[config.mk]
export PLATFORM = sky130hd
export DESIGN_NAME = mupl3_addr
export DESIGN_NICKNAME = d
export VERILOG_FILES = /design/src/design/mupl3_pkg.sv /design/src/design/mupl3_addr.sv
export SDC_FILE = /design/constraint.sdc
export NUM_CORES = 1
export LEC_CHECK = 0
export ABC_CLOCK_PERIOD_IN_PS = 9100
export BUFFER_PORTS_ARGS = -buffer_cell sky130_fd_sc_hd__buf_2
export CORE_UTILIZATION = 60
export DETAILED_ROUTE_END_ITERATION = 10
export GPL_TIMING_DRIVEN = 0
export HOLD_SLACK_MARGIN = 0.15
export PLACE_DENSITY_LB_ADDON = 0.08
export SETUP_SLACK_MARGIN = 0.15
export SYNTH_ARGS = -nofsm -noshare
export SYNTH_HDL_FRONTEND = slang
export SYNTH_SLANG_ARGS = --single-unit
export TNS_END_PERCENT = 5
[constraint.sdc]
create_clock -name clk -period 9.1 [get_ports clk]
set_clock_uncertainty 0.15 [all_clocks]
set_input_delay 1.82 -clock clk [delete_from_list [all_inputs] [get_ports clk]]
set_output_delay 1.82 -clock clk [all_outputs]
set_load 0.005 [all_outputs]
[src/design/mupl3_pkg.sv]
package mupl3_pkg;

  // store geometry
  localparam int STORE_DEPTH = 4096;
  localparam int DATA_BITS   = 64;
  localparam int AW          = $clog2(STORE_DEPTH);

  // field and size widths
  localparam int SIZE_W  = 13;
  localparam int CNT_W   = 12;
  localparam int PM_W    = CNT_W + SIZE_W;
  localparam int BASE_W  = PM_W + 1;
  localparam int M1_W    = AW + SIZE_W;
  localparam int SUM_W   = ((M1_W > PM_W) ? M1_W : PM_W) + 2;

  localparam logic [SIZE_W-1:0] SIZE_MAX = SIZE_W'(4096);

  // request codes
  localparam logic CMD_SCATTER = 1'b0;
  localparam logic CMD_READ    = 1'b1;

  // layout codes
  localparam logic LAYOUT_NCDHW = 1'b0;
  localparam logic LAYOUT_NDHWC = 1'b1;

  // register indexes
  localparam int CFG_IDX_W = 3;
  localparam logic [CFG_IDX_W-1:0] CFG_LAYOUT         = 3'd0;
  localparam logic [CFG_IDX_W-1:0] CFG_NUM_BATCH      = 3'd1;
  localparam logic [CFG_IDX_W-1:0] CFG_NUM_CHANNELS   = 3'd2;
  localparam logic [CFG_IDX_W-1:0] CFG_IN_PLANE_SIZE  = 3'd3;
  localparam logic [CFG_IDX_W-1:0] CFG_OUT_PLANE_SIZE = 3'd4;

  // clamped sizes seen by the datapath
  typedef struct packed {
    logic              layout;
    logic [SIZE_W-1:0] n_lim;
    logic [SIZE_W-1:0] c_lim;
    logic [SIZE_W-1:0] i_lim;
    logic [SIZE_W-1:0] p_lim;
  } mupl3_cfg_t;

  // accepted request with its counter snapshot
  typedef struct packed {
    logic                 cmd;
    logic [DATA_BITS-1:0] value;
    logic [31:0]          argmax;
    logic [CNT_W-1:0]     raddr;
    logic [CNT_W-1:0]     n;
    logic [CNT_W-1:0]     c;
    logic                 done;
  } mupl3_item_t;

  // payload carried down the address pipeline
  typedef struct packed {
    logic                 cmd;
    logic [DATA_BITS-1:0] value;
    logic [CNT_W-1:0]     raddr;
    logic [CNT_W-1:0]     c;
    logic [CNT_W-1:0]     idx;
    logic                 bad_arg;
    logic                 done;
  } mupl3_stg_t;

  // store access for one request
  typedef struct packed {
    logic                 valid;
    logic                 wr_en;
    logic [AW-1:0]        waddr;
    logic [DATA_BITS-1:0] wdata;
    logic [AW-1:0]        raddr;
    logic                 sel;
    logic                 bad;
    logic                 done;
  } mupl3_req_t;

  function automatic logic [SIZE_W-1:0] clamp_size(input logic [SIZE_W-1:0] v);
    if (v == '0) begin
      return SIZE_W'(1);
    end else if (v > SIZE_MAX) begin
      return SIZE_MAX;
    end else begin
      return v;
    end
  endfunction

endpackage

[src/design/mupl3_addr.sv]
module mupl3_addr
  import mupl3_pkg::*;
(
  input  logic        clk,
  input  logic        rst_n,
  input  mupl3_cfg_t  cfg,
  input  logic        item_valid,
  input  mupl3_item_t item,
  output mupl3_req_t  req
);

  mupl3_stg_t        s2_r, s3_r, s4_r;
  logic              s2_valid_r, s3_valid_r, s4_valid_r;
  logic [PM_W-1:0]   s2_pm_r;
  logic [AW-1:0]     s3_base_r;
  logic              s3_over_r, s4_over_r;
  logic [M1_W-1:0]   s4_m1_r;
  logic [PM_W-1:0]   s4_m2_r;

  mupl3_stg_t        s2_nxt;
  logic [PM_W-1:0]   pm_nxt;
  logic [BASE_W-1:0] base_nxt;
  logic              over_nxt;
  logic [M1_W-1:0]   m1_nxt;
  logic [PM_W-1:0]   m2_nxt;
  logic [SIZE_W-1:0] idx_mul;
  logic [SUM_W-1:0]  addr_sum;
  logic              rd_ok;
  logic              scat_bad;

  // stage 2: range check on argmax, batch times channels
  always_comb begin
    s2_nxt.cmd     = item.cmd;
    s2_nxt.value   = item.value;
    s2_nxt.raddr   = item.raddr;
    s2_nxt.c       = item.c;
    s2_nxt.idx     = item.argmax[CNT_W-1:0];
    s2_nxt.bad_arg = item.argmax[31] || ({1'b0, item.argmax[30:0]} >= 32'(cfg.p_lim));
    s2_nxt.done    = item.done;
    pm_nxt         = PM_W'(item.n) * PM_W'(cfg.c_lim);
  end

  // stage 3: plane number, overflow past the store
  always_comb begin
    base_nxt = BASE_W'(s2_pm_r)
             + BASE_W'((cfg.layout == LAYOUT_NCDHW) ? s2_r.c : '0);
    over_nxt = base_nxt >= BASE_W'(STORE_DEPTH);
  end

  // stage 4: plane offset and position offset
  always_comb begin
    idx_mul = (cfg.layout == LAYOUT_NDHWC) ? cfg.c_lim : SIZE_W'(1);
    m1_nxt  = M1_W'(s3_base_r) * M1_W'(cfg.p_lim);
    m2_nxt  = PM_W'(s3_r.idx) * PM_W'(idx_mul);
  end

  // final sum and store access
  always_comb begin
    addr_sum = SUM_W'(s4_m1_r) + SUM_W'(s4_m2_r)
             + SUM_W'((cfg.layout == LAYOUT_NDHWC) ? s4_r.c : '0);
    scat_bad = s4_r.bad_arg || s4_over_r || (addr_sum >= SUM_W'(STORE_DEPTH));
    rd_ok    = 32'(s4_r.raddr) < 32'(STORE_DEPTH);
    req.valid = s4_valid_r;
    req.raddr = AW'(s4_r.raddr);
    req.done  = s4_valid_r && s4_r.done;
    if (s4_r.cmd == CMD_READ) begin
      req.wr_en = s4_valid_r && rd_ok;
      req.waddr = AW'(s4_r.raddr);
      req.wdata = '0;
      req.sel   = s4_valid_r && rd_ok;
      req.bad   = !rd_ok;
    end else begin
      req.wr_en = s4_valid_r && !scat_bad;
      req.waddr = addr_sum[AW-1:0];
      req.wdata = s4_r.value;
      req.sel   = 1'b0;
      req.bad   = scat_bad;
    end
  end

  always_ff @(posedge clk) begin
    if (!rst_n) begin
      s2_valid_r <= 1'b0;
      s3_valid_r <= 1'b0;
      s4_valid_r <= 1'b0;
    end else begin
      s2_valid_r <= item_valid;
      s3_valid_r <= s2_valid_r;
      s4_valid_r <= s3_valid_r;
    end
  end

  always_ff @(posedge clk) begin
    s2_r      <= s2_nxt;
    s2_pm_r   <= pm_nxt;
    s3_r      <= s2_r;
    s3_base_r <= base_nxt[AW-1:0];
    s3_over_r <= over_nxt;
    s4_r      <= s3_r;
    s4_m1_r   <= m1_nxt;
    s4_m2_r   <= m2_nxt;
    s4_over_r <= s3_over_r;
  end

endmodule

**Yosys cells after proc, flatten, opt, wreduce, memory -nomap -nowiden**

Cells that the tools add are included.

- Word-level logic and storage cells: 49
- Flip-flop bits (word level): 389

- Multiplexer cells: 5
- $mul: 3
- Reductions and logical operators: 6
- $add $sub $neg: 3
- Order comparisons: 3

Operators by type and width:

| operator | number |
|---|---|
| $mux 77 | 1 |
| $mul 12x13->25 | 3 |
| $ge 31x13->1 | 1 |
| $add 26x12->27 | 1 |
| $ge 27x13->1 const B | 1 |
| $add 25x12->26 | 1 |
| $add 25x25->26 | 1 |
| $ge 26x13->1 const B | 1 |
| $mux 12 | 2 |
| $mux 13 | 1 |
| $logic_or 1x1->1 | 3 |
| $logic_and 1x1->1 | 2 |
| $mux 2 | 1 |
| $logic_not 1->1 | 1 |

**Logic depth before layout (Yosys ltp)**

- Depth in word-level cells: 7
- Depth in mapped cells: 24
- Mapped depth without buffers: 22

**Worst setup path before layout**

OpenSTA, ideal clock, no wires.

- Path type: input port to output port
- From: in cfg[52] (netlist bit)
- To: out req[91] (netlist bit)
- Stages on the path: 15
- Data required time: 7130 ps
- Arrival time: 5140 ps
- Path slack: 1990 ps
- Cells stage by stage: clkbuf_1 clkbuf_1 and2_1 fa_1 ha_1 fa_1 a211oi_2 o21bai_1 a21oi_4 o21ai_2 a221oi_1 xor2_1 o2111ai_1 nor4_2 o211a_1

RTL lines:

| what | line | source |
|---|---|---|
| from (decl) | mupl3_addr.sv:6 | `input mupl3_cfg_t cfg,` |
| to (decl) | mupl3_addr.sv:9 | `output mupl3_req_t req` |

==> key figures <==
Worst setup path
  • Critical path buffers and inverters: 4
  • Arrival time worst endpoint: 6.39 ns
  • CP Launch Type: primary input
  • CP Max Fanout: 10
  • CP max-delay cell: clkbuf_1
  • Required time reported for the critical path endpoint: 7.13 ns
  • CP Cell Sequence: buf_2, clkbuf_1, clkbuf_1, and2_1, fa_1, ha_1, fa_1, a211oi_2, o21bai_1, a21oi_4, o21ai_2, o221ai_1, a31oi_1, mux2i_1, nor4_2, o211a_1, buf_2
  • Class of the most critical setup path: primary input to primary output
  • CP delay by family, top: compound AO/OA/AOI/OAI gates
  • Worst Setup End Kind: primary output
  • Highest cell delay on the worst timing path: 0.47 ns
  • Worst reg2reg setup slack: 2.64 ns

STA
  • Final Max Tran Viols: 0
  • Slew of the pin with the lowest slew margin: 0.821 ns
  • Max-Slew Margin vs Limit: 44.9%
  • Portion of the clock cycle consumed by the worst path in the final layout: 91.9%
  • Fmax achieved: 120 MHz
  • Finish-stage setup viols: 0
  • RSZ-0062 raised after global routing: no
  • Number of failing hold endpoints at the final stage: 0
  • Total negative slack for setup checks: 0 ns
  • Post-route minimum period: 8.36 ns

Clock tree
  • Clock tree root buffer cell: clkbuf_16
  • CTS clock-pin slew for the worst setup and hold paths: 0.06 ns
  • # Post-CTS Setup Buffers: 0
  • Clk sinks: 389
  • Clk Latency, worst-skew pair: 0.56 ns
  • Max Root-Sink Buffers: 3
  • Hold buffer count at cts: 0
  • Maximum level of the CTS H-tree: 2
  • TritonCTS clock tree: built
  • Post-CTS Resized: 0
  • Number of clock buffers inserted by TritonCTS: 39

Logic synthesis
  • Syn Area/Cell: 9.82 µm²
  • Synthesized flop and latch total: 389
  • Async set-or-reset flop fraction in the synthesized netlist: 0%
  • Share of the synthesized area in the top cell type: 29.3%
  • Register area share after synthesis: 29.3%
  • Number of flops mapped to enable cells by yosys: 0
  • Post-Synthesis Cells: 2,712
  • Cell taking the most area after synthesis: dfxtp_1
  • Main flop type after synthesis: dfxtp_1
  • Most area-consuming cells after synthesis: dfxtp_1 (29%), fa_1 (26%), ha_1 (12%)
  • Post-Synthesis Cell Area: 26,600 µm²
  • Syn. warnings: 0
  • Number of different library cells in the post-synthesis netlist: 81
  • Total nets after synthesis: 3,497

GRT
  • Global route overflow: 0
  • Via count of the first global-routing pass: 19,500
  • Number of antenna violations at the first check in global routing: 3
  • First-pass GRT wire length: 100,000 µm
  • Pin count of the biggest net entering global routing: 16
  • Global router's overall resource usage: 28.7%

Placed design
  • Placer's final routability congestion estimate: 0.927
  • Placed Instance Area: 28,600 µm²
  • Buffers on Ports: 256
  • HPWL after DPL: 51,000 µm

Final layout
  • Antenna Cells: 0
  • Post-layout net count: 3,794
  • Share of post-route cells with drive strength above 1: 11.9%
  • Area grow syn2layout: 12.5%
  • Finished Cell Area: 30,000 µm²

Flow run
  • Max capacitance violation total: 0

Floorplanning
  • Number of placement rows: 76
  • Overall die height: 213 µm
  • I/O pin cnt: 283
  • Initial Util: 61.3%
  • Chip width: 213 µm
  • Floorplan core area: 43,500 µm²
  • DIE AREA: 45,200 µm²

Drt
  • Vias: 19,100
  • DRC violation total after the first TritonRoute iteration: 1,013
  • Drt first pass iters: 5
  • Average wire length per cell after detail routing: 17.4 µm
  • Wirelength, routed: 62,900 µm
  • Detail-routed via count per cell: 5.28
  • Antenna viol nets, final: 0
  • Residual DRC count: 0

Status
  • Outcome: completed

Min path
  • Min-delay worst type: flip-flop to flip-flop
-- cells in the mapped netlist, types with 4 or more instances --
| cell type | number |
|---|---|
| nand4_1 | 8 |
| a21oi_1 | 74 |
| buf_4 | 13 |
| inv_1 | 466 |
| mux2i_1 | 4 |
| xnor2_1 | 55 |
| a21o_1 | 16 |
| nor2_1 | 60 |
| nand2_1 | 328 |
| a311oi_1 | 5 |
| clkbuf_1 | 97 |
| nor3_1 | 16 |
| o21a_1 | 23 |
| xor2_1 | 21 |
| fa_1 | 344 |
| or3_1 | 5 |
| a31oi_1 | 9 |
| o2111ai_1 | 4 |
| o31a_1 | 4 |
| dfxtp_1 | 389 |
| and2_1 | 156 |
| o21ai_0 | 54 |
| o21ai_1 | 10 |
| ha_1 | 251 |
| o211ai_1 | 4 |
| o31ai_1 | 4 |
| o21bai_1 | 8 |
| nand3_1 | 28 |
| nor4_1 | 6 |
| nor2b_1 | 88 |
| a211oi_1 | 7 |
| and3_1 | 66 |
| nand2b_1 | 18 |
-- stage by stage --
step	cells	hold WS (ns)	setup slack, ns	util (%)
after floorplan	2712	0.160	1.99	-
after global placement	3553	0.160	0.822	65.9
after detailed placement	3553	0.162	0.772	65.9
after CTS	3623	0.172	0.759	69.0
after global routing	3623	0.177	0.432	69.0
final	3623	0.173	0.738	69.0
-- worst reg2reg max path, delay by kind of cell, from the launching register on --
family	cells	cell delay (ns)
and+or+nand+nor	2	0.49
buffers and inverters	4	0.62
DFF	1	0.42
AOI/OAI and AO/OA	6	1.58
xor gates and xnor gates	1	0.09
adders and majority gates	6	2.98
-- layout by cell type (no fill, tap or decap), drive strengths merged, types with 5 or more instances in the layout --
cell type	instances
a2111oi	6
a211oi	10
a21o	17
a21oi	77
a311oi	5
a31oi	9
and2	158
and3	66
buf	274
clkbuf	150
clkinv	5
clkinvlp	5
dfxtp	389
fa	344
ha	251
inv	469
nand2	329
nand2b	18
nand3	28
nand4	8
nor2	60
nor2b	88
nor3	16
nor4	9
o21a	23
o21ai	66
o21bai	9
o31ai	5
or3	5
xnor2	55
xor2	21
-- routing by layer --
metal	vias up	GRT usage [%]	wire length, µm
li1	9022	-	-
met1	9272	37.8	26700
met2	714	48.1	29900
met3	119	5.95	4670
met4	4	7.84	1610
met5	-	0	28
-- final timing paths --
kind,startpoint,to,depth (start not counted)
setup / recovery,cfg[52],req[91],17
hold / removal,s2_r[36]$_DFF_P_,s3_r[36]$_DFF_P_,0
setup reg to reg,s3_base_r[5]$_DFF_P_,s4_m1_r[24]$_DFF_P_,19
hold reg to reg,s2_r[36]$_DFF_P_,s3_r[36]$_DFF_P_,0
-- cell type report --
| class | count | area [µm²] |
|---|---|---|
| Fill cell | 3441 | 13500 |
| Buffer | 115 | 498 |
| Timing Repair Buffer | 256 | 1280 |
| Clock inverter | 17 | 249 |
| Clock buffer | 53 | 1080 |
| Sequential cell | 389 | 7790 |
| Inverter | 466 | 1750 |
| Multi-Input combinational cell | 1742 | 16600 |
| Tap cell | 585 | 732 |
-- cells by family (layout without fill, tap and decap cells) --
| group | count (synthesis) | after routing | share of synthesized area, % |
|---|---|---|---|
| compound gates | 268 | 268 | 6.85 |
| xor+xnor | 76 | 76 | 2.50 |
| fa+ha+maj | 595 | 595 | 37.7 |
| buf+inv | 581 | 907 | 8.44 |
| flops | 389 | 389 | 29.3 |
| mux | 6 | 6 | 0.235 |
| simple gates | 797 | 797 | 15.1 |
-- state kept, by name, indices dropped and copies added (netlist names), 12 cells and up --
signal and flops:
s4_r 79, s4_m1_r 25, s4_m2_r 25, s2_pm_r 25, req 12, s3_r 103, s3_base_r 12, s2_r 103
Power is left out: the tool's default activity adds up to more than one toggle a clock period on the data nets, which glitch-free logic cannot reach.
