--- src/design/mupl3_pkg.sv ---
package mupl3_pkg;

  // store geometry
  localparam int STORE_DEPTH = 4096;
  localparam int DATA_BITS   = 64;
  localparam int AW          = $clog2(STORE_DEPTH);

  // field and size widths
  localparam int SIZE_W  = 13;
  localparam int CNT_W   = 12;
  localparam int PM_W    = CNT_W + SIZE_W;
  localparam int BASE_W  = PM_W + 1;
  localparam int M1_W    = AW + SIZE_W;
  localparam int SUM_W   = ((M1_W > PM_W) ? M1_W : PM_W) + 2;

  localparam logic [SIZE_W-1:0] SIZE_MAX = SIZE_W'(4096);

  // request codes
  localparam logic CMD_SCATTER = 1'b0;
  localparam logic CMD_READ    = 1'b1;

  // layout codes
  localparam logic LAYOUT_NCDHW = 1'b0;
  localparam logic LAYOUT_NDHWC = 1'b1;

  // register indexes
  localparam int CFG_IDX_W = 3;
  localparam logic [CFG_IDX_W-1:0] CFG_LAYOUT         = 3'd0;
  localparam logic [CFG_IDX_W-1:0] CFG_NUM_BATCH      = 3'd1;
  localparam logic [CFG_IDX_W-1:0] CFG_NUM_CHANNELS   = 3'd2;
  localparam logic [CFG_IDX_W-1:0] CFG_IN_PLANE_SIZE  = 3'd3;
  localparam logic [CFG_IDX_W-1:0] CFG_OUT_PLANE_SIZE = 3'd4;

  // clamped sizes seen by the datapath
  typedef struct packed {
    logic              layout;
    logic [SIZE_W-1:0] n_lim;
    logic [SIZE_W-1:0] c_lim;
    logic [SIZE_W-1:0] i_lim;
    logic [SIZE_W-1:0] p_lim;
  } mupl3_cfg_t;

  // accepted request with its counter snapshot
  typedef struct packed {
    logic                 cmd;
    logic [DATA_BITS-1:0] value;
    logic [31:0]          argmax;
    logic [CNT_W-1:0]     raddr;
    logic [CNT_W-1:0]     n;
    logic [CNT_W-1:0]     c;
    logic                 done;
  } mupl3_item_t;

  // payload carried down the address pipeline
  typedef struct packed {
    logic                 cmd;
    logic [DATA_BITS-1:0] value;
    logic [CNT_W-1:0]     raddr;
    logic [CNT_W-1:0]     c;
    logic [CNT_W-1:0]     idx;
    logic                 bad_arg;
    logic                 done;
  } mupl3_stg_t;

  // store access for one request
  typedef struct packed {
    logic                 valid;
    logic                 wr_en;
    logic [AW-1:0]        waddr;
    logic [DATA_BITS-1:0] wdata;
    logic [AW-1:0]        raddr;
    logic                 sel;
    logic                 bad;
    logic                 done;
  } mupl3_req_t;

  function automatic logic [SIZE_W-1:0] clamp_size(input logic [SIZE_W-1:0] v);
    if (v == '0) begin
      return SIZE_W'(1);
    end else if (v > SIZE_MAX) begin
      return SIZE_MAX;
    end else begin
      return v;
    end
  endfunction

endpackage

--- src/design/mupl3_seq.sv ---
module mupl3_seq
  import mupl3_pkg::*;
(
  input  logic                 clk,
  input  logic                 rst_n,
  input  logic                 accept,
  input  logic                 cmd,
  input  logic [DATA_BITS-1:0] value,
  input  logic [31:0]          argmax,
  input  logic [CNT_W-1:0]     raddr,
  input  mupl3_cfg_t           cfg,
  output logic                 item_valid,
  output mupl3_item_t          item
);

  logic [CNT_W-1:0] batch_r, chan_r, pos_r;
  logic [CNT_W-1:0] batch_nxt, chan_nxt, pos_nxt;
  logic [CNT_W:0]   sb, sc, sp;
  logic             wb, wc, wp;
  logic             item_valid_r;
  mupl3_item_t      item_r;

  // returns {wrapped, next count}
  function automatic logic [CNT_W:0] step_cnt(input logic [CNT_W-1:0] cnt,
                                               input logic [SIZE_W-1:0] lim);
    logic [SIZE_W-1:0] inc;
    inc = SIZE_W'(cnt) + SIZE_W'(1);
    if (inc >= lim) begin
      return {1'b1, {CNT_W{1'b0}}};
    end else begin
      return {1'b0, inc[CNT_W-1:0]};
    end
  endfunction

  always_comb begin
    sb = step_cnt(batch_r, cfg.n_lim);
    sc = step_cnt(chan_r, cfg.c_lim);
    sp = step_cnt(pos_r, cfg.i_lim);
    wb = sb[CNT_W];
    wc = sc[CNT_W];
    wp = sp[CNT_W];
    if (cfg.layout == LAYOUT_NCDHW) begin
      pos_nxt  = sp[CNT_W-1:0];
      chan_nxt = wp ? sc[CNT_W-1:0] : chan_r;
    end else begin
      chan_nxt = sc[CNT_W-1:0];
      pos_nxt  = wc ? sp[CNT_W-1:0] : pos_r;
    end
    batch_nxt = (wp && wc) ? sb[CNT_W-1:0] : batch_r;
  end

  always_ff @(posedge clk) begin
    if (!rst_n) begin
      batch_r      <= '0;
      chan_r       <= '0;
      pos_r        <= '0;
      item_valid_r <= 1'b0;
    end else begin
      item_valid_r <= accept;
      if (accept && cmd == CMD_SCATTER) begin
        batch_r <= batch_nxt;
        chan_r  <= chan_nxt;
        pos_r   <= pos_nxt;
      end
    end
  end

  // counter snapshot taken before the step
  always_ff @(posedge clk) begin
    if (accept) begin
      item_r.cmd    <= cmd;
      item_r.value  <= value;
      item_r.argmax <= argmax;
      item_r.raddr  <= raddr;
      item_r.n      <= batch_r;
      item_r.c      <= chan_r;
      item_r.done   <= (cmd == CMD_SCATTER) && wp && wc && wb;
    end
  end

  assign item_valid = item_valid_r;
  assign item       = item_r;

endmodule

--- config.mk ---
export PLATFORM = sky130hd
export DESIGN_NAME = mupl3_seq
export DESIGN_NICKNAME = d
export VERILOG_FILES = /design/src/design/mupl3_pkg.sv /design/src/design/mupl3_seq.sv
export SDC_FILE = /design/constraint.sdc
export NUM_CORES = 1
export LEC_CHECK = 0
export ABC_AREA = 1
export ABC_CLOCK_PERIOD_IN_PS = 4550
export BUFFER_PORTS_ARGS = -buffer_cell sky130_fd_sc_hd__buf_2
export CORE_UTILIZATION = 48
export DETAILED_ROUTE_END_ITERATION = 6
export GPL_ROUTABILITY_DRIVEN = 0
export PLACE_DENSITY = 0.79
export SYNTH_ARGS = -nofsm -noshare
export SYNTH_HDL_FRONTEND = slang
export SYNTH_SLANG_ARGS = --single-unit
--- constraint.sdc ---
create_clock -name clk -period 4.55 [get_ports clk]
set_input_delay 0.2275 -clock clk [delete_from_list [all_inputs] [get_ports clk]]
set_output_delay 0.2275 -clock clk [all_outputs]
set_load 0.01 [all_outputs]
# Yosys cells after proc, flatten, opt, wreduce, memory -nomap -nowiden
# Cells that the tools add are included.
# totals
ff_bits	171
latch_bits	0
ram_bits	0
mem_bits_ro	0
in_bits	165
output_inout_bits	135
word_cells	35
n_memories	0
# op_classes
addsub	3
n_mul	0
n_div	0
magnitude_cmp	3
eq_ne	1
shift	0
mux	7
bitwise_logic	1
n_reduce_logical	9
# op_table
op	count
12-bit two-way mux	4
12-bit by 1-bit adder with 13-bit output (second input constant)	3
13-bit >= comparator	3
13-bit two-way mux	3
2-bit AND reduction	3
1-bit logical AND	5
2-bit by 1-bit != test with 1-bit output (second input constant)	1
2-bit nonzero test	1
1-bit inverter	1

# Logic depth before layout (Yosys ltp)
# Gate-level depths: netlist of the first run.
# depth
word_depth	6
mapped_depth	20
depth_no_buf	19

# Worst setup path after synthesis of the first run
# Ideal clock, no wire load.
# synth_timing
path_kind	reg-to-reg
start	reg chan_r[0]
end	reg batch_r[0]
setup_time_ns	0.113
arrival_time_ns	2.499
required_time_ns	4.437
slack_ns	1.939
path_stages_with_launch	19
n_path_buf	1
period_less_slack_ns	2.611
path_cell_list	dfxtp_1 ha_1 nand2_1 nor2_2 nand4_1 or2_1 nand2_1 inv_1 ha_1 nand2_1 nor2_1 nand2_1 inv_1 nand2_1 nand3_2 nand3_4 buf_2 nor2_1 nor2_1
# synth_between
elab_chain_len	5
# synth_lines
item	line_no	rtl
start, declared	mupl3_seq.sv:16	logic [CNT_W-1:0] batch_r, chan_r, pos_r;
start signal, assigned	mupl3_seq.sv:62	chan_r <= chan_nxt;
12-bit by 1-bit adder with 13-bit output	mupl3_seq.sv:27	inc = SIZE_W'(cnt) + SIZE_W'(1);
13-bit >= comparator	mupl3_seq.sv:28	if (inc >= lim) begin
13-bit two-way mux	mupl3_seq.sv:28	
1-bit logical AND	mupl3_seq.sv:49	batch_nxt = (wp && wc) ? sb[CNT_W-1:0] : batch_r;
2-bit AND reduction (no line)	-	
end signal, assigned	mupl3_seq.sv:61	batch_r <= batch_nxt;
end, declared	mupl3_seq.sv:16	
# No other way between the ends.
# A chain may end at the register's enable or synchronous reset.

# Worst setup path in the final report of the first run
# layout_timing
start	reg chan_r[0]
end	reg pos_r[10]
# layout_between
elab_chain_len	5
# layout_lines
item	line_no	rtl
12-bit by 1-bit adder with 13-bit output	mupl3_seq.sv:27	
13-bit >= comparator	mupl3_seq.sv:28	
13-bit two-way mux	mupl3_seq.sv:28	
2-bit by 1-bit != test with 1-bit output (no line)	-	
2-bit AND reduction (no line)	-	
end signal, assigned	mupl3_seq.sv:63	pos_r <= pos_nxt;
end, declared	mupl3_seq.sv:16	
# No other way between the ends.

==> impl_metrics.csv, run 1 <==
group,metric,value,unit
run_status,outcome,"finished with violations",
run_status,violations,"design-rule violations",
flow_run,maxCapViolCount,0,
placed_design,postPlaceCellArea,9279,um2
die,fp.dieH,128.1,um
power,power,3.788,mW
yosys,avgSynthCellArea,10.06,um2
sta,drv_slew,0,
worst_setup_path,critPathMaxStageDelay,630,ps
worst_setup_path,crit_path_end_kind,"flip-flop",
clock_network,worstSkewPairLatency,430,ps
global_route,antenna_found_initial,3,
die,design.core.area,15370,um2
yosys,synth_top_family_by_area,"simple AND/OR/NAND/NOR gates",
yosys,synthXorXnorAreaFrac,1.720,%
yosys,synth.mux.area_fraction,0,%
global_route,grt_pass1_vias,6777,
die,io_pins,300,
worst_setup_path,slowest_stage,"nand3_1",
yosys,synth_compound_area_share,1.917,%
yosys,synth_cells,759,
sta,period_needed,3453,ps
detailed_routing,ant_nets,0,
global_route,grt_max_degree,71,
sta,finalClockSkew,12.66,ps
clock_network,cts_tree,"done",
sta,fin_ws,1097,ps
detailed_routing,vias_per_cell,5.012,
sta,max-slew-margin-rel,26.97,%
die,die_x,128.1,um
yosys,synthSimpleGateAreaFrac,20.02,%
worst_setup_path,cp.required,4920,ps
cells_and_area,nFillCells,1085,
worst_hold_path,holdCritPathClass,"primary input to flip-flop",
global_route,grt_pass1_wl,35870,um
detailed_routing,wl_per_cell,17.27,um
clock_network,h-tree-depth,4,
worst_setup_path,startpoint_type,"flip-flop",
worst_setup_path,worst-path-buf-inv,1,
die,start_util,49.69,%
die,num_rows,45,
sta,timing.setup.tns,0,ps
clock_network,cts_inserted_buffers,17,
sta,timing.hold.ws,37.21,ps
clock_network,cts_setup_buffers,0,
yosys,synthAdderAreaFrac,6.881,%
worst_setup_path,critical-path-top-delay-family,"simple AND/OR/NAND/NOR gates",
detailed_routing,via_count,6932,
yosys,synth_nets,966,
die,die_area,16420,um2
worst_setup_path,path_class,"flip-flop to flip-flop",
sta,fmax,0.2896,GHz
sta,worstMarginPinSlew,1091,ps
cells_and_area,fin_area,10940,um2
detailed_routing,drc_errors,2,
power,ir_worst_vdd,313.5,uV
worst_setup_path,worstPathMaxFanout,24,
worst_setup_path,r2r_setup_slack,1100,ps
detailed_routing,wirelength,23880,um
cells_and_area,fin_nets,1365,
global_route,grt_overflow,0,
power,leakagePower,5.417,nW
power,p_per_area,346.3,nW/um2
detailed_routing,drt_iter0_drc,566,
global_route,grt.total_usage,29.44,%
yosys,yosysWarningCount,0,
worst_setup_path,crit_arrival,3820,ps
yosys,synth_seq_cells,171,
yosys,ys_seq_area_share,62.39,%
detailed_routing,dr.pass1.iters,7,
sta,setup_viol,0,
yosys,synth.distinct_cells,27,
clock_network,clockBufferDepth,2,
placed_design,numPortBuffers,286,
cells_and_area,syn_to_final_growth,43.23,%
placed_design,dpl_worst_slack,1126,ps
worst_setup_path,crit_top_cell,"nand2_1",
sta,rsz0062_at_grt,"false",
clock_network,clkTransAtPathRegs,70,ps
cells_and_area,drive_gt1_share,28.14,%
yosys,syn_area,7637,um2
placed_design,dpl.hpwl,14670,um
sta,fin_crit_sh,75.89,%
sta,hold_viol,0,
clock_network,clkSinkCount,171,
worst_setup_path,worstPathCellList,"ha_1, nand2_1, nor2_2, nand4_1, or2_1, nand2_1, inv_1, ha_1, nand2_1, nand2_1, a21oi_1, nand2_1, nor2_1, nand3_1, nand3_1, nand2_1, nor2_1",
clock_network,cts_root_buf,"clkbuf_16",
## logic make-up after synthesis
logic type | after synthesis
flip-flops | 171
AO/OA/AOI/OAI | 28
XOR/XNOR | 15
adder cells (fa/ha/maj) | 42
buffers and inverters | 138
AND/OR/NAND/NOR | 365
## power by group
part | switching [mW] | internal (mW) | total, mW
sequential | 0.0459 | 1.80 | 1.84
combinational | 0.253 | 0.216 | 0.469
clock | 0.657 | 0.821 | 1.48
## cell usage after synthesis
cell type,n,area (um2)
nand2_1,172,645.6
edfxtp_1,134,4024
inv_1,122,457.9
nor2_1,112,420.4
nand3_1,49,245.2
ha_1,42,525.5
dfxtp_1,37,740.7
a21oi_1,23,115.1
nand4_1,13,81.33
xor2_1,12,105.1
buf_2,9,45.04
clkbuf_1,5,18.77
nor3_1,5,25.02
nand2_2,3,18.77
nor2_2,3,18.77
o21ai_0,3,15.01
xnor2_1,3,26.28
nand3b_1,2,15.01
nor4_1,2,12.51
a21oi_2,1,8.760
buf_4,1,7.510
buf_6,1,11.26
nand3_2,1,10.01
nand3_4,1,17.52
nor3b_2,1,12.51
o21bai_1,1,7.510
or2_1,1,6.260
## layer usage
metal / vias to the layer above / GRT usage, % / wire length [um]
met1: 3175 / 32.53 / 8808
met2: 393 / 52.05 / 12190
met3: 92 / 7.554 / 1864
met5: - / 0 / 0
met4: 0 / 15.64 / 1020
li1: 3272 / - / -
## worst register-to-register path, cell delays in order, from the launching register on
cell and delay [ps]:
dfxtp_1 520, ha_1 240, nand2_1 70, nor2_2 220, nand4_1 150, or2_1 240, nand2_1 80, inv_1 50
ha_1 280, nand2_1 80, nand2_1 80, a21oi_1 130, nand2_1 60, nor2_1 90, nand3_1 630, nand3_1 320
nand2_1 70, nor2_1 100
## registers in the layout, indices dropped and copies added (netlist names)
name	cells
batch_r	12
chan_r	12
item_valid	1
item	134
pos_r	12
## worst paths after layout
path                   start        end  cells after the start
setup / recovery   chan_r[0]  pos_r[10]                     17
hold / removal     value[30]   item[99]                      1
setup reg to reg   chan_r[0]  pos_r[10]                     17
hold reg to reg   chan_r[10]   item[11]                      0
## layout make-up
class                   count  area, um2  share of cell area (%)
inverters                 122      457.9                   4.186
clock buffers              17      425.4                   3.889
flip-flops and latches    171       4765                   43.56
multi-input cells         450       2332                   21.32
repair buffers            396       2531                   23.14
clock inverters            13      156.4                   1.430
well taps                 211      264.0                   2.413
diodes                      3      7.507                 0.06863
## timing repair
action | CTS | global route
endpoints found under the hold margin | 107 | 0
resized for setup | 0 | 0
hold buffers | 107 | 0
## placed cells by master, fill, tap and decap left out, types with 2 or more instances in the layout
master and instances:
nor4_1 2, edfxtp_1 134, bufinv_16 2, a21oi_1 23, buf_4 3, nand4_1 13
nand2_2 3, nor2_1 112, inv_6 6, inv_1 122, nand3b_1 2, buf_2 285
dfxtp_1 37, clkbuf_16 17, nor3_1 5, diode_2 3, nor2_2 3, nand2_1 172
inv_8 2, o21ai_0 3, xor2_1 12, nand3_1 49, xnor2_1 3, dlygate4sd3_1 107
ha_1 42
## stage by stage
step	instances	util [%]
CTS	1380	71.12
floorplan	759	-
global route	1383	71.17
global placement	1243	60.37
detailed placement	1243	60.37
finish	1383	71.17
(Power assumes the default switching activity.)
==> inputs of run 2 (changes only) <==
Settings changed: ABC_AREA 1 to 0, ABC_CLOCK_PERIOD_IN_PS 4550 to 3100, CORE_UTILIZATION 48 to 44, PLACE_DENSITY 0.79 to 0.77.
Clock period 4.55 ns to 3.1 ns, I/O delays scaled along.
==> run 2 against run 1 <==
- the run now ends clean
- highest routed layer unchanged
- critical endpoint is now pos_r[0]
- largest cell class unchanged
- via count fell by 11%
- fmax rose by 18%
- register-to-register slack got worse by 930 ps
==> impl_metrics.csv, run 2 <==
group,metric,value,unit
worst_hold_path,holdCritPathClass,"primary input to flip-flop",
cells_and_area,largest_reg_flops,134,
yosys,synth_edf_count,134,
detailed_routing,ant_nets,0,
global_route,grt.total_usage,24.44,%
sta,setup_viol,0,
yosys,synth_nets,777,
yosys,yosys.area.top_type,"edfxtp_1",
sta,timing.hold.ws,200.4,ps
yosys,synthTopCellsByArea,"edfxtp_1, dfxtp_1, ha_1, xnor2_1, inv_1",
global_route,grt_overflow,0,
clock_network,cts_tree,"done",
yosys,avgSynthCellArea,13.02,um2
clock_network,cts_inserted_buffers,17,
yosys,synthArstFlopShare,0,%
yosys,synth.mux.area_fraction,0.8092,%
sta,fmax,0.3408,GHz
yosys,synthSimpleGateAreaFrac,11.29,%
clock_network,clkSinkCount,171,
detailed_routing,drc_errors,0,
detailed_routing,via_count,6181,
sta,drv_slew,0,
cells_and_area,multi_input_area,2444,um2
yosys,ys_seq_area_share,64.19,%
yosys,synth_compound_area_share,9.137,%
placed_design,dpl.hpwl,13420,um
sta,finalClockSkew,9.553,ps
worst_hold_path,worstHoldPathCells,1,
cells_and_area,final_common_cell,"buf_2",
worst_setup_path,worstPathMaxFanout,7,
die,die_area,17390,um2
cells_and_area,mostFrequentLayoutCells,"buf_2, edfxtp_1, dlygate4sd3_1, inv_1, buf_4",
yosys,synth.top_cell.area_share,54.21,%
cells_and_area,drive_gt1_share,38.37,%
worst_setup_path,reg2regPathDepth,14,
detailed_routing,vias_per_cell,4.973,
worst_setup_path,startpoint_type,"flip-flop",
sta,hold_viol,0,
detailed_routing,wl_per_cell,16.79,um
sta,period_needed,2935,ps
yosys,yosysMostFrequentCell,"edfxtp_1",
power,ir_worst_vdd,372.1,uV
clock_network,h-tree-depth,4,
flow_run,maxCapViolCount,0,
power,p_per_area,489.7,nW/um2
cells_and_area,syn_to_final_growth,50.83,%
worst_setup_path,path_class,"flip-flop to flip-flop",
sta,fin_crit_sh,94.66,%
clock_network,cts_root_buf,"clkbuf_16",
clock_network,clkTransAtPathRegs,70,ps
cells_and_area,fin_area,11190,um2
yosys,synth_top_family_by_area,"simple AND/OR/NAND/NOR gates",
die,fp.dieH,131.9,um
detailed_routing,drt_iter0_drc,363,
run_status,outcome,"complete, no violations",
yosys,synthAdderAreaFrac,7.080,%
clock_network,worstSkewPairLatency,420,ps
yosys,synth_cells,570,
yosys,synth_top_flop_cell,"edfxtp_1",
die,die_x,131.9,um
die,io_pins,300,
yosys,synthXorXnorAreaFrac,3.641,%
worst_setup_path,cp.required,3420,ps
cells_and_area,nFillCells,1212,
global_route,grt_max_degree,54,
global_route,grt_pass1_vias,6033,
die,design.core.area,16520,um2
die,num_rows,47,
placed_design,numPortBuffers,286,
clock_network,cts_setup_buffers,0,
yosys,synth.top_cells.by_count,"edfxtp_1, inv_1, ha_1",
detailed_routing,dr.pass1.iters,6,
global_route,grt_pass1_wl,32570,um
sta,worstMarginPinSlew,929.6,ps
yosys,syn_area,7422,um2
yosys,yosysWarningCount,0,
clock_network,clockBufferDepth,2,
power,leakagePower,4.898,nW
detailed_routing,wirelength,20860,um
placed_design,postPlaceCellArea,9409,um2
cells_and_area,seqCellArea,4770,um2
cells_and_area,fin_nets,1213,
worst_setup_path,crit_arrival,3250,ps
yosys,synth.distinct_cells,56,
worst_setup_path,crit_path_end_kind,"flip-flop",
sta,rsz0062_at_grt,"true",
sta,max-slew-margin-rel,37.96,%
global_route,antenna_found_initial,4,
die,start_util,44.92,%
yosys,synth_seq_cells,171,
[run 2: area by class of cell]
class,count,share of cell area (%)
clock inverters,14,1.598
multi-input cells,328,21.83
repair buffers,441,26.01
clock buffers,18,3.834
inverters,47,1.576
flip-flops and latches,171,42.61
well taps,220,2.459
diodes,4,0.08942
[run 2: timing repair]
| action | 4_1_cts | 5_1_grt |
|---|---|---|
| hold buffers | 109 | 0 |
| gates resized for setup | 0 | 20 |
| endpoints found under the hold margin | 109 | 0 |
| endpoints found under the setup margin | 0 | 37 |
[run 2: final timing paths]
path | from | endpoint | slack (ps)
max reg2reg | pos_r[1] | pos_r[0] | 170
min reg2reg | batch_r[11] | item[24] | 460
max | pos_r[1] | pos_r[0] | 170
min | accept | item[48] | 200
[run 2: logic make-up (layout without fill, tap and decap cells)]
logic type / count (synthesis) / in the layout
xor+xnor: 30 / 30
fa+ha+maj: 42 / 42
flops: 171 / 171
simple gates: 150 / 150
compound gates: 100 / 100
other cells: 0 / 4
mux: 6 / 6
buf+inv: 71 / 520
[run 2: report_power, final]
part           total (mW)  switching (mW)  leakage, nW  internal [mW]
Clock                2.22           0.927        0.296           1.29
Combinational       0.597           0.303         2.97          0.294
Sequential           2.67          0.0474         1.63           2.62
[run 2: per-layer routing]
layer  global-route usage, %  up-vias  share of wire [%]
met3                   6.113       31                5.4
met4                   9.561        0                2.0
met1                   28.52     2911                 40
met2                   43.12      220                 52
li1                        -     3019                  -
met5                       0        -                  0
[run 2: stage by stage]
stage	TNS (ps)	util, %	worst slack (ps)	std cells	total power, mW
global route	-6.521	67.74	-3.220	1243	5.656
floorplan	0	-	35.84	570	2.879
detailed placement	0	56.94	60.57	1098	3.176
finish	0	67.74	165.5	1243	5.482
global placement	0	56.94	148.7	1098	3.160
CTS	0	67.22	43.11	1239	5.471
[run 2: critical path: stages, from the launching register on]
cell and delay, ps:
dfxtp_1 330, ha_2 190, nand3_2 120, nor2_4 110, and3_4 200, nand3_2 110, xnor2_2 170, ha_1 290
a21oi_1 140, o21ai_0 90, a21o_1 190, a21o_1 190, or3_4 390, buf_4 170, o31ai_2 160
==> inputs of run 3 (changes only) <==
Settings changed: CORE_ASPECT_RATIO from default to 2, SLEW_MARGIN from default to 5.
==> run 3 against run 2 <==
- sequential share of layout area decreased by 0.19 points
- first-iteration DRC count increased by 55%
- fmax decreased by 2.0%
- global-route usage increased by 3.0 points
- worst hold slack got worse by 150 ps
- setup slack got worse by 59 ps
- final cell count decreased by 0.72%
- utilization increased by 1.0 points
- sequential power about the same
- critical path type unchanged
- critical endpoint unchanged
==> impl_metrics.csv, run 3 (synthesis results as in run 2) <==
group,metric,value,unit
run_status,outcome,"complete, no violations",
detailed_routing,ant_nets,0,
detailed_routing,drc_errors,0,
global_route,grt_pass1_wl,34340,um
sta,max-slew-margin-rel,32.33,%
clock_network,clockBufferDepth,2,
sta,finalClockSkew,8.125,ps
die,io_pins,300,
sta,hold_viol,0,
worst_setup_path,worstPathCellList,"ha_1, nand3_2, nor2_4, and3_4, buf_4, xor2_1, ha_1, a21oi_1, o21ai_0, a21o_1, a21o_1, or3_4, o31ai_2",
detailed_routing,wl_per_cell,20.15,um
worst_setup_path,r2r_end,"pos_r[0]",
worst_setup_path,startpoint_type,"flip-flop",
cells_and_area,fin_nets,1221,
clock_network,cts_root_buf,"clkbuf_16",
power,ir_worst_vdd,306.4,uV
cells_and_area,mostFrequentLayoutCells,"buf_2, edfxtp_1, dlygate4sd3_1, buf_4, inv_1",
placed_design,postPlaceCellArea,9368,um2
sta,timing.hold.ws,51.79,ps
worst_setup_path,crit_arrival,3330,ps
worst_setup_path,endpoint,"pos_r[0]",
worst_setup_path,path_class,"flip-flop to flip-flop",
global_route,grt_max_degree,129,
sta,timing.setup.tns,0,ps
die,die_area,17420,um2
die,design.core.area,16350,um2
placed_design,dpl.hpwl,16920,um
die,die_x,93.84,um
worst_setup_path,worstPathMaxFanout,10,
placed_design,numPortBuffers,286,
placed_design,dpl_worst_slack,-7.729,ps
worst_setup_path,worst-path-buf-inv,1,
worst_setup_path,critPathLaunch,"pos_r[0]",
worst_setup_path,reg2regPathDepth,13,
detailed_routing,drt_iter0_drc,561,
cells_and_area,largest_reg_flops,134,
clock_network,cts_inserted_buffers,17,
worst_setup_path,slowest_stage,"or3_4",
cells_and_area,fin_area,11250,um2
sta,fin_ws,106.8,ps
cells_and_area,final_common_cell,"buf_2",
worst_setup_path,r2r-start,"pos_r[0]",
cells_and_area,syn_to_final_growth,51.53,%
placed_design,place_inst,1083,
worst_hold_path,holdCritPathClass,"primary input to flip-flop",
clock_network,clkTransAtPathRegs,70,ps
power,leakagePower,4.941,nW
worst_setup_path,crit_path_end_kind,"flip-flop",
sta,worstMarginPinSlew,1014,ps
worst_setup_path,r2r_setup_slack,110,ps
power,p_per_area,482.5,nW/um2
sta,drv_slew,0,
clock_network,clkSinkCount,171,
detailed_routing,dr.pass1.iters,5,
worst_setup_path,critPathMaxStageDelay,470,ps
cells_and_area,layoutNonFillerInstCount,1234,
clock_network,cts_tree,"done",
sta,fin_crit_sh,96.55,%
clock_network,h-tree-depth,4,
die,start_util,45.39,%
flow_run,maxCapViolCount,0,
cells_and_area,drive_gt1_share,39.82,%
cells_and_area,post-route-util,68.79,%
global_route,grt_pass1_vias,6392,
die,fp.dieH,185.7,um
detailed_routing,vias_per_cell,5.318,
sta,period_needed,2993,ps
global_route,grt.total_usage,27.41,%
global_route,antenna_found_initial,3,
sta,setup_viol,0,
detailed_routing,via_count,6562,
sta,fmax,0.3341,GHz
power,power,5.427,mW
worst_setup_path,critical-path-top-delay-family,"compound AO/OA/AOI/OAI gates",
die,num_rows,66,
worst_setup_path,cp_num_cells,13,
clock_network,worstSkewPairLatency,430,ps
detailed_routing,wirelength,24870,um
global_route,grt_overflow,0,
worst_setup_path,cp.required,3440,ps
## run 3: cell types whose count changed in the layout (fill, tap and decap cells not counted), moves of 2 or more
| cell | previous run | this run |
|---|---|---|
| inv_8 | 1 | 3 |
| nand3_2 | 3 | 5 |
| nand3_1 | 24 | 22 |
| a211oi_1 | 21 | 19 |
| clkinv_4 | 0 | 2 |
| bufinv_16 | 3 | 1 |
| buf_4 | 43 | 51 |
| o21ai_1 | 3 | 1 |
| inv_6 | 7 | 4 |
## run 3: what timing repair did
action,CTS,global route
pin swaps,1,12
setup endpoints to repair,9,37
setup buffers,1,5
gates cloned,0,1
endpoints found under the hold margin,109,0
resized for setup,1,32
hold buffers,109,0
## run 3: where the power goes
part | leakage (nW) | internal, mW | switching [mW]
Clock | 0.291 | 1.18 | 0.949
Combinational | 3.02 | 0.295 | 0.323
Sequential | 1.63 | 2.62 | 0.0584
Total | 4.94 | 4.10 | 1.33
## run 3: area by class of cell
| type | instances | area [um2] |
|---|---|---|
| Clock inverter | 13 | 130.1 |
| Antenna cell | 3 | 7.507 |
| Fill cell | 1174 | 5104 |
| Tap cell | 204 | 255.2 |
| Timing Repair Buffer | 449 | 2957 |
| Inverter | 47 | 176.4 |
| Sequential cell | 171 | 4771 |
| Clock buffer | 19 | 454.2 |
| Multi-Input combinational cell | 328 | 2496 |
## run 3: layer usage
layer / vias to the layer above / wire, um / track usage [%]
li1: 3023 / - / -
met1: 3119 / 8363 / 28.69
met2: 356 / 13560 / 51.21
met3: 64 / 1945 / 5.351
met4: 0 / 1000 / 12.98
met5: - / 0 / 0
## run 3: worst min-delay path by stage
stage / startpoint / to / cells past startpoint / slack, ps
final: accept / item[112] / 1 / 50
after global routing: accept / item[105] / 1 / 50
after CTS: accept / item[112] / 1 / 50
after detailed placement: value[11] / item[80] / 1 / 330
after global placement: argmax[26] / item[63] / 1 / 330
after floorplan: value[31] / item[100] / 0 / 250
